## src/rtl/bb3_pkg.sv

```systemverilog
package bb3_pkg;

  typedef struct packed {
    logic       mode;
    logic [7:0] red_in;
    logic [7:0] green_in;
    logic [7:0] blue_in;
  } in_word_t;

  typedef struct packed {
    logic [7:0] red_out;
    logic [7:0] green_out;
    logic [7:0] blue_out;
    logic       frame_end;
  } out_word_t;

  typedef struct packed {
    logic en;
    logic we;
  } mem_cmd_t;

  typedef enum logic [3:0] {
    ST_IDLE, ST_LK, ST_LN, ST_LH, ST_W1, ST_W2, ST_RT, ST_RM,
    ST_RB, ST_P0, ST_P1, ST_P2, ST_SHIFT, ST_SUM, ST_DIV, ST_OUT
  } state_t;

  localparam int CFG_IDX_W  = 2;
  localparam int CFG_DATA_W = 16;
  localparam logic [CFG_IDX_W-1:0] REG_FRAME_WIDTH  = 2'd0;
  localparam logic [CFG_IDX_W-1:0] REG_FRAME_HEIGHT = 2'd1;

  localparam logic MODE_PIXEL = 1'b0;

  localparam int ROW_W     = 16;
  localparam int PIX_W     = 24;
  localparam int SUM_W     = 12;
  localparam int CNT_W     = 4;
  localparam int NUM_W     = 13;
  localparam int DEN_W     = 5;
  localparam int RCP_W     = 16;
  localparam int RCP_SHIFT = 16;

  // floor(2^16 / (2 * count)) for the rounded mean.
  function automatic logic [RCP_W-1:0] recip(input logic [CNT_W-1:0] cnt);
    logic [RCP_W-1:0] r;
    unique case (cnt)
      4'd1:    r = 16'd32768;
      4'd2:    r = 16'd16384;
      4'd3:    r = 16'd10922;
      4'd4:    r = 16'd8192;
      4'd5:    r = 16'd6553;
      4'd6:    r = 16'd5461;
      4'd7:    r = 16'd4681;
      4'd8:    r = 16'd4096;
      4'd9:    r = 16'd3640;
      default: r = 16'd0;
    endcase
    return r;
  endfunction

endpackage

```

## src/rtl/bb3_mean.sv

```systemverilog
module bb3_mean #(
  parameter int MAX_WIDTH = 1024
) (
  input  logic                               clk,
  input  logic [bb3_pkg::PIX_W-1:0]          win [9],
  input  logic [bb3_pkg::ROW_W-1:0]          row,
  input  logic [$clog2(MAX_WIDTH)-1:0]       col,
  input  logic [$clog2(MAX_WIDTH+1)-1:0]     w,
  input  logic [bb3_pkg::ROW_W-1:0]          h,
  output logic [7:0]                         red,
  output logic [7:0]                         green,
  output logic [7:0]                         blue
);

  localparam int CW = $clog2(MAX_WIDTH);
  localparam int XW = CW + 2;
  localparam int RW = bb3_pkg::ROW_W + 1;

  logic [2:0]                      col_ok;
  logic [2:0]                      row_ok;
  logic [bb3_pkg::SUM_W-1:0]       sum_a [3];
  logic [bb3_pkg::CNT_W-1:0]       cnt_a;
  logic [bb3_pkg::SUM_W-1:0]       sum_r [3];
  logic [bb3_pkg::CNT_W-1:0]       cnt_r;
  logic [bb3_pkg::NUM_W-1:0]       num   [3];
  logic [bb3_pkg::NUM_W-1:0]       num_r [3];
  logic [bb3_pkg::NUM_W-1:0]       qa_r  [3];
  logic [bb3_pkg::DEN_W-1:0]       den_r;
  logic                            zero_r;
  logic [bb3_pkg::RCP_W-1:0]       rcp;
  logic [7:0]                      res   [3];

  assign col_ok[0] = (col != '0);
  assign col_ok[1] = XW'(col) < XW'(w);
  assign col_ok[2] = (XW'(col) + XW'(1)) < XW'(w);
  assign row_ok[0] = (row != '0);
  assign row_ok[1] = RW'(row) < RW'(h);
  assign row_ok[2] = (RW'(row) + RW'(1)) < RW'(h);

  always_comb begin
    sum_a[0] = '0;
    sum_a[1] = '0;
    sum_a[2] = '0;
    cnt_a    = '0;
    for (int i = 0; i < 3; i++) begin
      for (int j = 0; j < 3; j++) begin
        if (col_ok[i] && row_ok[j]) begin
          sum_a[0] = sum_a[0] + bb3_pkg::SUM_W'(win[i*3+j][23:16]);
          sum_a[1] = sum_a[1] + bb3_pkg::SUM_W'(win[i*3+j][15:8]);
          sum_a[2] = sum_a[2] + bb3_pkg::SUM_W'(win[i*3+j][7:0]);
          cnt_a    = cnt_a + bb3_pkg::CNT_W'(1);
        end
      end
    end
  end

  assign rcp = bb3_pkg::recip(cnt_r);

  always_comb begin
    for (int k = 0; k < 3; k++) begin
      num[k] = {sum_r[k], 1'b0} + bb3_pkg::NUM_W'(cnt_r);
    end
  end

  always_ff @(posedge clk) begin
    sum_r  <= sum_a;
    cnt_r  <= cnt_a;
    den_r  <= {cnt_r, 1'b0};
    zero_r <= (cnt_r == '0);
    for (int k = 0; k < 3; k++) begin
      num_r[k] <= num[k];
      qa_r[k]  <= bb3_pkg::NUM_W'(((bb3_pkg::NUM_W + bb3_pkg::RCP_W)'(num[k]) *
                   (bb3_pkg::NUM_W + bb3_pkg::RCP_W)'(rcp)) >> bb3_pkg::RCP_SHIFT);
    end
  end

  // The estimate is at most one below the true quotient.
  always_comb begin
    for (int k = 0; k < 3; k++) begin
      if (zero_r) begin
        res[k] = '0;
      end else if ((num_r[k] - bb3_pkg::NUM_W'(qa_r[k] * bb3_pkg::NUM_W'(den_r))) >=
                   bb3_pkg::NUM_W'(den_r)) begin
        res[k] = 8'(qa_r[k] + bb3_pkg::NUM_W'(1));
      end else begin
        res[k] = 8'(qa_r[k]);
      end
    end
  end

  assign red   = res[0];
  assign green = res[1];
  assign blue  = res[2];

endmodule

```

## config.mk

```make
export PLATFORM = sky130hd
export DESIGN_NAME = bb3_mean
export DESIGN_NICKNAME = d
export VERILOG_FILES = /design/src/rtl/bb3_pkg.sv /design/src/rtl/bb3_mean.sv
export SDC_FILE = /design/constraint.sdc
export NUM_CORES = 2
export LEC_CHECK = 0
export BUFFER_PORTS_ARGS = -buffer_cell sky130_fd_sc_hd__buf_4
export CAP_MARGIN = 40
export CORE_MARGIN = 3
export CORE_UTILIZATION = 60
export DETAILED_ROUTE_END_ITERATION = 10
export PLACE_DENSITY_LB_ADDON = 0.2
export SETUP_SLACK_MARGIN = 0.4
export SYNTH_ARGS = -nofsm -noshare
export SYNTH_HDL_FRONTEND = slang
export SYNTH_SLANG_ARGS = --single-unit
export TNS_END_PERCENT = 50
```

## constraint.sdc

```tcl
create_clock -name clk -period 19.05 [get_ports clk]
set_clock_uncertainty 0.1 [all_clocks]
set_input_delay 1.905 -clock clk [delete_from_list [all_inputs] [get_ports clk]]
set_output_delay 1.905 -clock clk [all_outputs]
set_load 0.05 [all_outputs]
```

==> results.py <==
metrics = {
    "run_status": {
        "status": "finished clean",
    },
    "synthesis": {
        "synthCells": 4861,
        "synthFlopType": "dfxtp_1",
        "synthesis.nets": 6219,
        "synth-seq-cells": 133,
        "synth_common_cells": "733 x inv_1, 663 x nand2_1, 551 x ha_1",
        "synth_area_leaders": "fa_1 27%, ha_1 17%, inv_1 6.9%",
        "synth_seq_area_share": 0.0665,
        "synth_top_cell_by_area": "fa_1",
        "ys_async_sr_fraction": 0,
        "synth_area_per_cell_um2": 8.24,
        "synth_cell_types": 90,
        "synth-edff-count": 0,
        "syn_area_mm2": 0.0401,
        "yosys_warnings": 0,
        "yosysMostFrequentCell": "inv_1",
        "yosysTopAreaCellShare": 0.268,
    },
    "cells_and_area": {
        "final_core_util": 0.666,
        "nNetsFinal": 6421,
        "postLayoutCellArea_mm2": 0.0439,
        "fillCellCount": 5629,
        "drive_gt1_frac": 0.107,
        "multi_input_area_mm2": 0.0341,
        "syn_to_final_growth_pct": 9.67,
        "regArea_mm2": 0.00268,
    },
    "setup_path": {
        "ff2ff_setup_slack_ns": 10.68,
        "slowest_delay_ns": 0.47,
        "cp.required_ns": 19.28,
        "cp.arrival_ns": 12.22,
        "startpoint": "row[0]",
        "cp_common_cell": "ha_1",
        "crit_slowest_cell": "o31ai_1",
        "cp-endpoint": "sum_r[10]",
        "path_max_fanout": 28,
        "r2r_start": "cnt_r[1]",
        "critPathKind": "in -> reg",
        "critPathCaptureType": "flip-flop",
        "reg2regPathDepth": 26,
        "r2r-end": "qa_r[0][37]",
        "start_kind": "input port",
    },
    "floorplan": {
        "die_h_um": 264,
        "ioPinCount": 294,
        "fp-row-count": 94,
        "die_w_um": 264,
        "coreArea_mm2": 0.0660,
        "start_util": 0.607,
        "dieArea_mm2": 0.0699,
    },
    "timing": {
        "finalCritPeriodShare": 0.629,
        "whs_ns": 0.424,
        "worst_pin_slew_ns": 0.972,
        "max_freq_ghz": 0.0834,
        "slew_violations": 0,
        "min_period_ns": 11.99,
        "hold_violations": 0,
        "fin_tns_setup_ns": 0,
        "relSlewSlack": 0.352,
        "setup_viol": 0,
        "rsz0062_at_grt": "no",
    },
    "global_routing": {
        "grt_pass1_vias": 35200,
        "overflow": 0,
        "grt_max_degree": 54,
        "grt_pass1_wl_mm": 173,
        "antenna_found_initial": 7,
        "track_usage": 0.303,
    },
    "clock_tree": {
        "ctsHoldBuffers": 0,
        "path_clk_slew_ns": 0.07,
        "htreeDepth": 4,
        "clock-sinks": 133,
        "post_cts_buffers": 0,
        "cts_made_buffers": 17,
        "cts_tree": "done",
        "worstSkewPairLatency_ns": 0.45,
        "cts_resized": 0,
        "clockBufferDepth": 2,
        "cts_root_buf": "clkbuf_16",
    },
    "drt": {
        "post_drt_wl_per_cell_um": 17.4,
        "drt_wl_total_mm": 103,
        "drc": 0,
        "viasPerCell": 5.67,
        "routed-via-count": 33700,
        "drt-pass1-iter-count": 5,
        "first_iter_violations": 2128,
        "ant_nets": 0,
    },
    "place": {
        "dp_hpwl_mm": 84.9,
        "port_buffers": 293,
        "place_congestion": 0.940,
        "placed_area_mm2": 0.0433,
    },
    "job": {
        "drv_cap": 0,
    },
    "worst_hold_path": {
        "min_path_type": "reg -> reg",
        "hp-start": "cnt_r[1]",
    },
}
## worst max-delay path: cells and delay by family
family                     cells  cell delay [ns]
adders and majority gates     10             2.99
xor gates and xnor gates       3             0.38
AOI/OAI and AO/OA             17             3.60
muxes                          5             1.40
and+or+nand+nor               10             1.42
buffers and inverters          4             0.53
## metrics by stage
| step | worst slack, ns | instances |
|---|---|---|
| after floorplan | 7.53 | 4861 |
| after global placement | 6.60 | 5896 |
| after detailed placement | 6.61 | 5908 |
| after CTS | 7.07 | 5940 |
| after global routing | 6.20 | 5940 |
| final | 7.06 | 5945 |
## logic make-up (layout without fill, tap and decap cells)
family	after synthesis	count (layout)	share of synthesized area
AND/OR/NAND/NOR	1533	1533	0.181
flip-flops	133	133	0.0665
buffers and inverters	912	1127	0.0858
AO/OA/AOI/OAI	785	785	0.127
other	0	5	0
multiplexers	107	107	0.0292
adder cells (fa/ha/maj)	1092	1092	0.441
XOR/XNOR	299	299	0.0690
## final cells by class
class	instances	share of cell area
diodes	5	0.000285
clock inverters	15	0.00373
inverters	734	0.0627
repair buffers	361	0.0628
well taps	864	0.0246
clock buffers	17	0.00968
multi-input cells	3816	0.775
flip-flops and latches	133	0.0609
## routing by layer
layer  global-route usage  vias up  wire length (µm)
met4               0.0869        8              2750
li1                     -    16200                 -
met5                    0        -                55
met2                0.531      954             50300
met1                0.384    16400             43100
met3               0.0554      180              7360
## worst min-delay path by stage
stage,endpoint,cells past startpoint
6_report,den_r[2],0
5_1_grt,den_r[2],0
4_1_cts,den_r[2],0
3_5_place_dp,den_r[2],0
3_3_place_gp,den_r[2],0
2_1_floorplan,den_r[4],0
## flip-flops by register name (all words and copies together), names as in the netlist
name,cells
den_r,4
qa_r,36
num_r,36
zero_r,1
cnt_r,4
rcp,16
sum_r,36
## cells in the final DEF (no fill, tap or decap), types with 23 or more instances in the layout
cell / count
a211oi_1: 32
a21boi_0: 29
a21o_1: 73
a21oi_1: 210
and2_1: 233
and3_1: 53
buf_4: 351
dfxtp_1: 123
fa_1: 537
ha_1: 551
inv_1: 733
mux2_2: 79
mux2i_1: 28
nand2_1: 663
nand2b_1: 46
nand3_1: 62
nand4_1: 23
nor2_1: 243
nor2b_1: 70
nor3_1: 50
o21a_1: 62
o21ai_0: 177
o21bai_1: 37
xnor2_1: 210
xor2_1: 66
Power is left out: the tool's default activity adds up to more than one toggle a clock period on the data nets, which glitch-free logic cannot reach.
