--- src/rtl/bb3_pkg.sv ---
package bb3_pkg;

  typedef struct packed {
    logic       mode;
    logic [7:0] red_in;
    logic [7:0] green_in;
    logic [7:0] blue_in;
  } in_word_t;

  typedef struct packed {
    logic [7:0] red_out;
    logic [7:0] green_out;
    logic [7:0] blue_out;
    logic       frame_end;
  } out_word_t;

  typedef struct packed {
    logic en;
    logic we;
  } mem_cmd_t;

  typedef enum logic [3:0] {
    ST_IDLE, ST_LK, ST_LN, ST_LH, ST_W1, ST_W2, ST_RT, ST_RM,
    ST_RB, ST_P0, ST_P1, ST_P2, ST_SHIFT, ST_SUM, ST_DIV, ST_OUT
  } state_t;

  localparam int CFG_IDX_W  = 2;
  localparam int CFG_DATA_W = 16;
  localparam logic [CFG_IDX_W-1:0] REG_FRAME_WIDTH  = 2'd0;
  localparam logic [CFG_IDX_W-1:0] REG_FRAME_HEIGHT = 2'd1;

  localparam logic MODE_PIXEL = 1'b0;

  localparam int ROW_W     = 16;
  localparam int PIX_W     = 24;
  localparam int SUM_W     = 12;
  localparam int CNT_W     = 4;
  localparam int NUM_W     = 13;
  localparam int DEN_W     = 5;
  localparam int RCP_W     = 16;
  localparam int RCP_SHIFT = 16;

  // floor(2^16 / (2 * count)) for the rounded mean.
  function automatic logic [RCP_W-1:0] recip(input logic [CNT_W-1:0] cnt);
    logic [RCP_W-1:0] r;
    unique case (cnt)
      4'd1:    r = 16'd32768;
      4'd2:    r = 16'd16384;
      4'd3:    r = 16'd10922;
      4'd4:    r = 16'd8192;
      4'd5:    r = 16'd6553;
      4'd6:    r = 16'd5461;
      4'd7:    r = 16'd4681;
      4'd8:    r = 16'd4096;
      4'd9:    r = 16'd3640;
      default: r = 16'd0;
    endcase
    return r;
  endfunction

endpackage

--- src/rtl/bb3_index.sv ---
module bb3_index #(
  parameter int MAX_WIDTH = 1024
) (
  input  logic                                 clk,
  input  logic [bb3_pkg::ROW_W-1:0]            row_in,
  input  logic [$clog2(MAX_WIDTH+1)-1:0]       mul_in,
  input  logic [18+$clog2(MAX_WIDTH+1)-1:0]    ofs_in,
  output logic [18+$clog2(MAX_WIDTH+1)-1:0]    lin,
  output logic [$clog2(2*MAX_WIDTH)-1:0]       idx
);

  localparam int RING = 2 * MAX_WIDTH;
  localparam int AW   = $clog2(RING);
  localparam int WW   = $clog2(MAX_WIDTH + 1);
  localparam int NB   = 18 + WW;
  localparam int PW   = bb3_pkg::ROW_W + WW;
  localparam int MW   = NB - AW + 1;
  localparam logic [MW-1:0] RCP = MW'((64'd1 << NB) / 64'(RING));

  logic [PW-1:0]    prod;
  logic [NB-1:0]    lin_r;
  logic [NB-1:0]    lin2_r;
  logic [NB+MW-1:0] p2;
  logic [MW-1:0]    q_r;
  logic [NB-1:0]    qm;
  logic [NB-1:0]    rem;
  logic [NB-1:0]    rem_c;
  logic [AW-1:0]    idx_r;

  assign prod = PW'(row_in) * PW'(mul_in);
  // Quotient estimate is exact or one short, so one subtract corrects it.
  assign p2    = (NB+MW)'(lin_r) * (NB+MW)'(RCP);
  assign qm    = NB'(NB'(q_r) * NB'(RING));
  assign rem   = lin2_r - qm;
  assign rem_c = (rem >= NB'(RING)) ? rem - NB'(RING) : rem;

  always_ff @(posedge clk) begin
    lin_r  <= NB'(prod) + ofs_in;
    lin2_r <= lin_r;
    q_r    <= MW'(p2 >> NB);
    idx_r  <= AW'(rem_c);
  end

  assign lin = lin_r;
  assign idx = idx_r;

endmodule

--- config.mk ---
export PLATFORM = sky130hd
export DESIGN_NAME = bb3_index
export DESIGN_NICKNAME = d
export VERILOG_FILES = /design/src/rtl/bb3_pkg.sv /design/src/rtl/bb3_index.sv
export SDC_FILE = /design/constraint.sdc
export NUM_CORES = 1
export LEC_CHECK = 0
export ABC_AREA = 0
export BUFFER_PORTS_ARGS = -buffer_cell sky130_fd_sc_hd__buf_2
export CORE_ASPECT_RATIO = 1.75
export CORE_MARGIN = 10
export CORE_UTILIZATION = 61
export DETAILED_ROUTE_END_ITERATION = 8
export HOLD_SLACK_MARGIN = 0.1
export PLACE_DENSITY = 0.81
export SETUP_SLACK_MARGIN = 0.1
export SLEW_MARGIN = 30
export SYNTH_ARGS = -nofsm -noshare
export SYNTH_HDL_FRONTEND = slang
export SYNTH_SLANG_ARGS = --single-unit
--- constraint.sdc ---
create_clock -name clk -period 5.08 [get_ports clk]
set_input_delay 0.254 -clock clk [delete_from_list [all_inputs] [get_ports clk]]
set_output_delay 0.254 -clock clk [all_outputs]
set_load 0.01 [all_outputs]
==> impl_metrics.json, run 1 <==
{
  "dp.final_hpwl_um": 15900,
  "min_path_cells": 2,
  "seq_area_frac_synth_pct": 13.2,
  "required_ns": 5.32,
  "post_drt_wl_per_cell_um": 16.5,
  "yosys_warnings": 0,
  "clk_pin_slew_worst_paths_ns": 0.07,
  "synth.avg_cell_area_um2": 8.86,
  "worst-r2r-cell-count": 0,
  "cp-end-kind": "register",
  "route.detailed.drc": 0,
  "period_needed_ns": 4.71,
  "post-cts-setup-buffer-count": 0,
  "synthToLayoutAreaGrowth_pct": 10.5,
  "final_common_cell": "inv_1",
  "synth_nets": 1148,
  "grt_max_degree": 17,
  "port_buffers": 96,
  "fmax_mhz": 212,
  "cp_max_fo": 16,
  "start_util_pct": 62.2,
  "ys_seq_elements": 51,
  "most-common-layout-cells": "inv_1 (239), fa_1 (152), nand2_1 (132)",
  "gp_congestion": 0.906,
  "cts_buffers": 5,
  "min_period_over_period_pct": 92.8,
  "finalMaxSlewViolations": 0,
  "die_area_um2": 17800,
  "grt_overflow_total": 0,
  "cts_max_path_buffers": 2,
  "synth_cell_types": 44,
  "fin_worst_skew_ns": 0.00932,
  "root_buffer": "clkbuf_16",
  "synthCells": 873,
  "place_area_um2": 8360,
  "ant_nets": 0,
  "via_count": 5952,
  "finalSetupViolCount": 0,
  "viasPerCell": 5.30,
  "die_h_um": 169,
  "grt_util_all_layers_pct": 22.2,
  "grt_pass1_wl_um": 31600,
  "drtIter0Drc": 269,
  "grt_pass1_vias": 6878,
  "core_area_um2": 12400,
  "final_nets": 1229,
  "cap_violations": 0,
  "cp.arrival_ns": 4.95,
  "n_fill_cell": 1028,
  "status": "completed",
  "fin_cells": 1123,
  "wl_um": 18600,
  "antenna_found_initial": 0,
  "irDropWorstVdd_v": 0.000630,
  "hp-class": "input port to register",
  "insertion_delay_ns": 0.29,
  "finalHoldViolCount": 0,
  "cts_sinks": 51,
  "cts-resized-gates": 0,
  "start_kind": "input port",
  "worst_pin_slew_ns": 0.356,
  "max_slew_margin_pct": 76.1,
  "syn_area_um2": 7730,
  "drive_gt1_share_pct": 12.8,
  "utilization_pct": 68.7,
  "cts_tree": "built",
  "p_per_area_nw_per_um2": 758,
  "placed_cells": 1115,
  "final.setup.tns_ns": 0,
  "first_pass_iters": 5,
  "diodes": 0,
  "crit_type": "input port to register",
  "p_leak_nw": 4.63,
  "rows": 54,
  "finish.instance_area_um2": 8540,
  "htreeDepth": 2,
  "ioPinCount": 97,
  "die_w_um": 105,
  "grt_setup_unrepaired": "no",
  "cts_hold_buf": 0
}
[worst paths after layout]
kind / start / to / slack, ns
max reg2reg: lin2_r[1] / idx[1] / 4.66
max: mul_in[2] / lin[27] / 0.37
min reg2reg: lin2_r[7] / idx[7] / 0.33
min: ofs_in[0] / lin[0] / 0.17
[critical path, stage by stage]
cell and delay, ns:
buf_2 0.25, nand2_1 0.13, fa_1 0.56, inv_1 0.06
fa_1 0.51, fa_1 0.52, fa_1 0.50, inv_1 0.06
fa_1 0.48, inv_1 0.05, ha_1 0.40, a21oi_1 0.14
o21ai_1 0.21, nor2_1 0.06, o2bb2ai_1 0.16, or4_1 0.51
nand3_1 0.09
[cell families (layout without fill, tap and decap cells)]
family | count (synthesis) | in the layout | share of synthesized area, %
AO/OA/AOI/OAI | 74 | 74 | 6.36
flip-flops | 51 | 51 | 13.2
AND/OR/NAND/NOR | 239 | 239 | 14.7
XOR/XNOR | 23 | 23 | 2.61
adder cells (fa/ha/maj) | 218 | 218 | 50.0
buffers and inverters | 268 | 350 | 13.1
[where the power goes]
group | total, mW | switching (mW) | internal (mW)
logic | 5.36 | 3.15 | 2.22
clock network | 0.395 | 0.147 | 0.248
registers | 0.719 | 0.0507 | 0.668
[layout make-up]
cell class / instances / area [um2] / area share (%)
Multi-Input combinational cell: 554 / 5700 / 66.8
Sequential cell: 51 / 1020 / 12.0
Inverter: 239 / 897 / 10.5
Timing Repair Buffer: 103 / 533 / 6.24
Tap cell: 168 / 210 / 2.46
Clock buffer: 6 / 139 / 1.63
Clock inverter: 2 / 38.8 / 0.454
[Yosys cell counts (all sizes together)]
library cell | count | area (um2)
a211oi | 4 | 40.0
a21boi | 1 | 7.51
a21o | 6 | 45.0
a21oi | 26 | 134
a311oi | 2 | 17.5
a31oi | 2 | 12.5
and2 | 65 | 407
and3 | 3 | 18.8
buf | 1 | 7.51
clkbuf | 28 | 105
dfxtp | 51 | 1020
fa | 152 | 3040
ha | 66 | 826
inv | 239 | 897
nand2 | 132 | 495
nand2b | 1 | 6.26
nand3 | 4 | 25.0
nand3b | 1 | 7.51
nand4 | 5 | 31.3
nor2 | 18 | 67.6
nor2b | 2 | 20.0
nor3 | 5 | 40.0
nor4 | 1 | 6.26
o2111ai | 2 | 17.5
o211ai | 2 | 20.0
o21a | 6 | 45.0
o21ai | 14 | 70.1
o21bai | 4 | 30.0
o221ai | 1 | 15.0
o2bb2ai | 1 | 8.76
o31a | 1 | 8.76
o31ai | 2 | 20.0
or3 | 1 | 6.26
or4 | 1 | 7.51
xnor2 | 15 | 131
xor2 | 8 | 70.1
[routing by layer]
| layer | vias up | GRT usage (%) | part of all wire, % | wire [um] |
|---|---|---|---|---|
| li1 | 2712 | - | - | - |
| met1 | 2903 | 21.2 | 32 | 5920 |
| met2 | 252 | 43.0 | 56 | 10400 |
| met3 | 85 | 2.66 | 5.1 | 941 |
| met4 | 0 | 14.0 | 7.1 | 1330 |
| met5 | - | 0 | 0 | 0 |
[sequential cells by signal (all words and copies together) (netlist names)]
signal	flops
idx	11
lin2_r	11
lin	29
[stage by stage]
stage / setup WS, ns / hold slack [ns] / power, mW
floorplan: 0.429 / 0.310 / 4.55
global placement: 0.128 / 0.311 / 6.02
detailed placement: 0.0773 / 0.313 / 6.09
CTS: 0.362 / 0.174 / 6.53
global route: 0.117 / 0.189 / 7.20
finish: 0.367 / 0.175 / 6.48
Power figures use the tool's default switching activity.
==> run 2: changes to the inputs <==
--- a/config.mk
+++ b/config.mk
@@ -13,6 +13,7 @@
 export DETAILED_ROUTE_END_ITERATION = 8
 export HOLD_SLACK_MARGIN = 0.1
 export PLACE_DENSITY = 0.81
+export RECOVER_POWER = 50
 export SETUP_SLACK_MARGIN = 0.1
 export SLEW_MARGIN = 30
 export SYNTH_ARGS = -nofsm -noshare
==> run 2 against run 1 <==
  * First-iteration DRC count increased by 1.5%
  * Clock skew hardly changed
  * Final area down 0.34%
  * Global-route usage unchanged
  * Critical path depth did not move
==> impl_metrics.json, run 2 (synthesis gave the netlist of run 1 again) <==
{
  "status": "completed",
  "dp.final_hpwl_um": 15900,
  "fin_cells": 1123,
  "finalHoldViolCount": 0,
  "ant_nets": 0,
  "die_h_um": 169,
  "route.detailed.drc": 0,
  "via_count": 5967,
  "cts_hold_buf": 0,
  "drive_gt1_share_pct": 10.4,
  "wl_um": 18700,
  "clk_pin_slew_worst_paths_ns": 0.07,
  "grt_overflow_total": 0,
  "gp_congestion": 0.906,
  "start_util_pct": 62.2,
  "fmax_mhz": 212,
  "met2WireLength_um": 10400,
  "viasPerCell": 5.31,
  "setup_slack_ns": 0.362,
  "first_pass_iters": 5,
  "cp_max_fo": 16,
  "synthToLayoutAreaGrowth_pct": 10.1,
  "slowest_delay_ns": 0.56,
  "grt_pass1_vias": 6878,
  "post_drt_wl_per_cell_um": 16.6,
  "die_area_um2": 17800,
  "finalSetupViolCount": 0,
  "worst_pin_slew_ns": 0.723,
  "cts_sinks": 51,
  "cp.arrival_ns": 4.96,
  "rows": 54,
  "finalMaxSlewViolations": 0,
  "die_w_um": 105,
  "post-cts-setup-buffer-count": 0,
  "cts_max_path_buffers": 2,
  "antenna_found_initial": 0,
  "required_ns": 5.32,
  "cts_buffers": 5,
  "grt_max_degree": 17,
  "wl_met3_um": 846,
  "placed_cells": 1115,
  "slowest_stage": "fa_1",
  "min_period_over_period_pct": 92.9,
  "met1_length_um": 6070,
  "diodes": 0,
  "cp-end-kind": "register",
  "most-common-layout-cells": "inv_1 (239), fa_1 (152), nand2_1 (132)",
  "port_buffers": 96,
  "utilization_pct": 68.5,
  "max_slew_margin_pct": 51.8,
  "insertion_delay_ns": 0.29,
  "core_area_um2": 12400,
  "final.setup.tns_ns": 0,
  "hp-class": "input port to register",
  "path_cells": "buf_2 -> nand2_1 -> fa_1 -> inv_1 -> fa_1 -> fa_1 -> fa_1 -> inv_1 -> fa_1 -> inv_1 -> ha_1 -> a21oi_1 -> o21ai_1 -> nor2_1 -> o2bb2ai_1 -> or4_1 -> nand3_1",
  "root_buffer": "clkbuf_16",
  "htreeDepth": 2,
  "cap_violations": 0,
  "critPathMostFrequentCell": "fa_1",
  "largest_reg_flops": 29,
  "drtIter0Drc": 273,
  "period_needed_ns": 4.72,
  "crit_type": "input port to register",
  "grt_setup_unrepaired": "no",
  "dp_slack_ns": 0.0773,
  "cts-resized-gates": 0,
  "grt_util_all_layers_pct": 22.2,
  "ioPinCount": 97,
  "cts_tree": "built",
  "start_kind": "input port",
  "grt_pass1_wl_um": 31600,
  "final_nets": 1229,
  "top_layer": "met4",
  "fin_worst_skew_ns": 0.00932,
  "final_common_cell": "inv_1"
}
run 2: cell count changes in the layout (fill, tap and decap cells not counted), sizes merged:
cell    change
buf        -23
clkbuf     +23
run 2: critical path, delay by kind of cell:
kind | cells | cell delay [ns]
AOI/OAI and AO/OA | 3 | 0.51
adders and majority gates | 6 | 2.98
and+or+nand+nor | 4 | 0.79
buffers and inverters | 4 | 0.42
run 2: cell type report:
type	instances	area, um2
flip-flops and latches	51	1020
fillers	1030	3920
well taps	168	210
multi-input cells	554	5700
clock buffers	6	139
inverters	239	897
repair buffers	103	504
clock inverters	2	38.8
run 2: worst paths after layout:
| path | from | endpoint | slack (ns) | cells after the start |
|---|---|---|---|---|
| hold reg to reg | lin2_r[7] | idx[7] | 0.33 | 0 |
| hold / removal | ofs_in[0] | lin[0] | 0.17 | 2 |
| setup reg to reg | lin2_r[1] | idx[1] | 4.66 | 0 |
| setup / recovery | mul_in[2] | lin[27] | 0.36 | 17 |
run 2: per-stage QoR:
stage,hold slack [ns],instance area [um2]
6_report,0.175,8510
4_1_cts,0.174,8540
2_1_floorplan,0.310,7730
3_3_place_gp,0.311,8360
5_1_grt,0.189,8510
3_5_place_dp,0.313,8360
run 2: per-layer routing:
layer  vias to the layer above  GRT usage [%]
li1                       2712              -
met1                      2931           21.2
met2                       237           43.0
met3                        87           2.66
met4                         0           14.0
met5                         -              0
Power of run 2 is not shown: default switching activity piles up to over one toggle a cycle in this logic, so the estimate is an artifact.
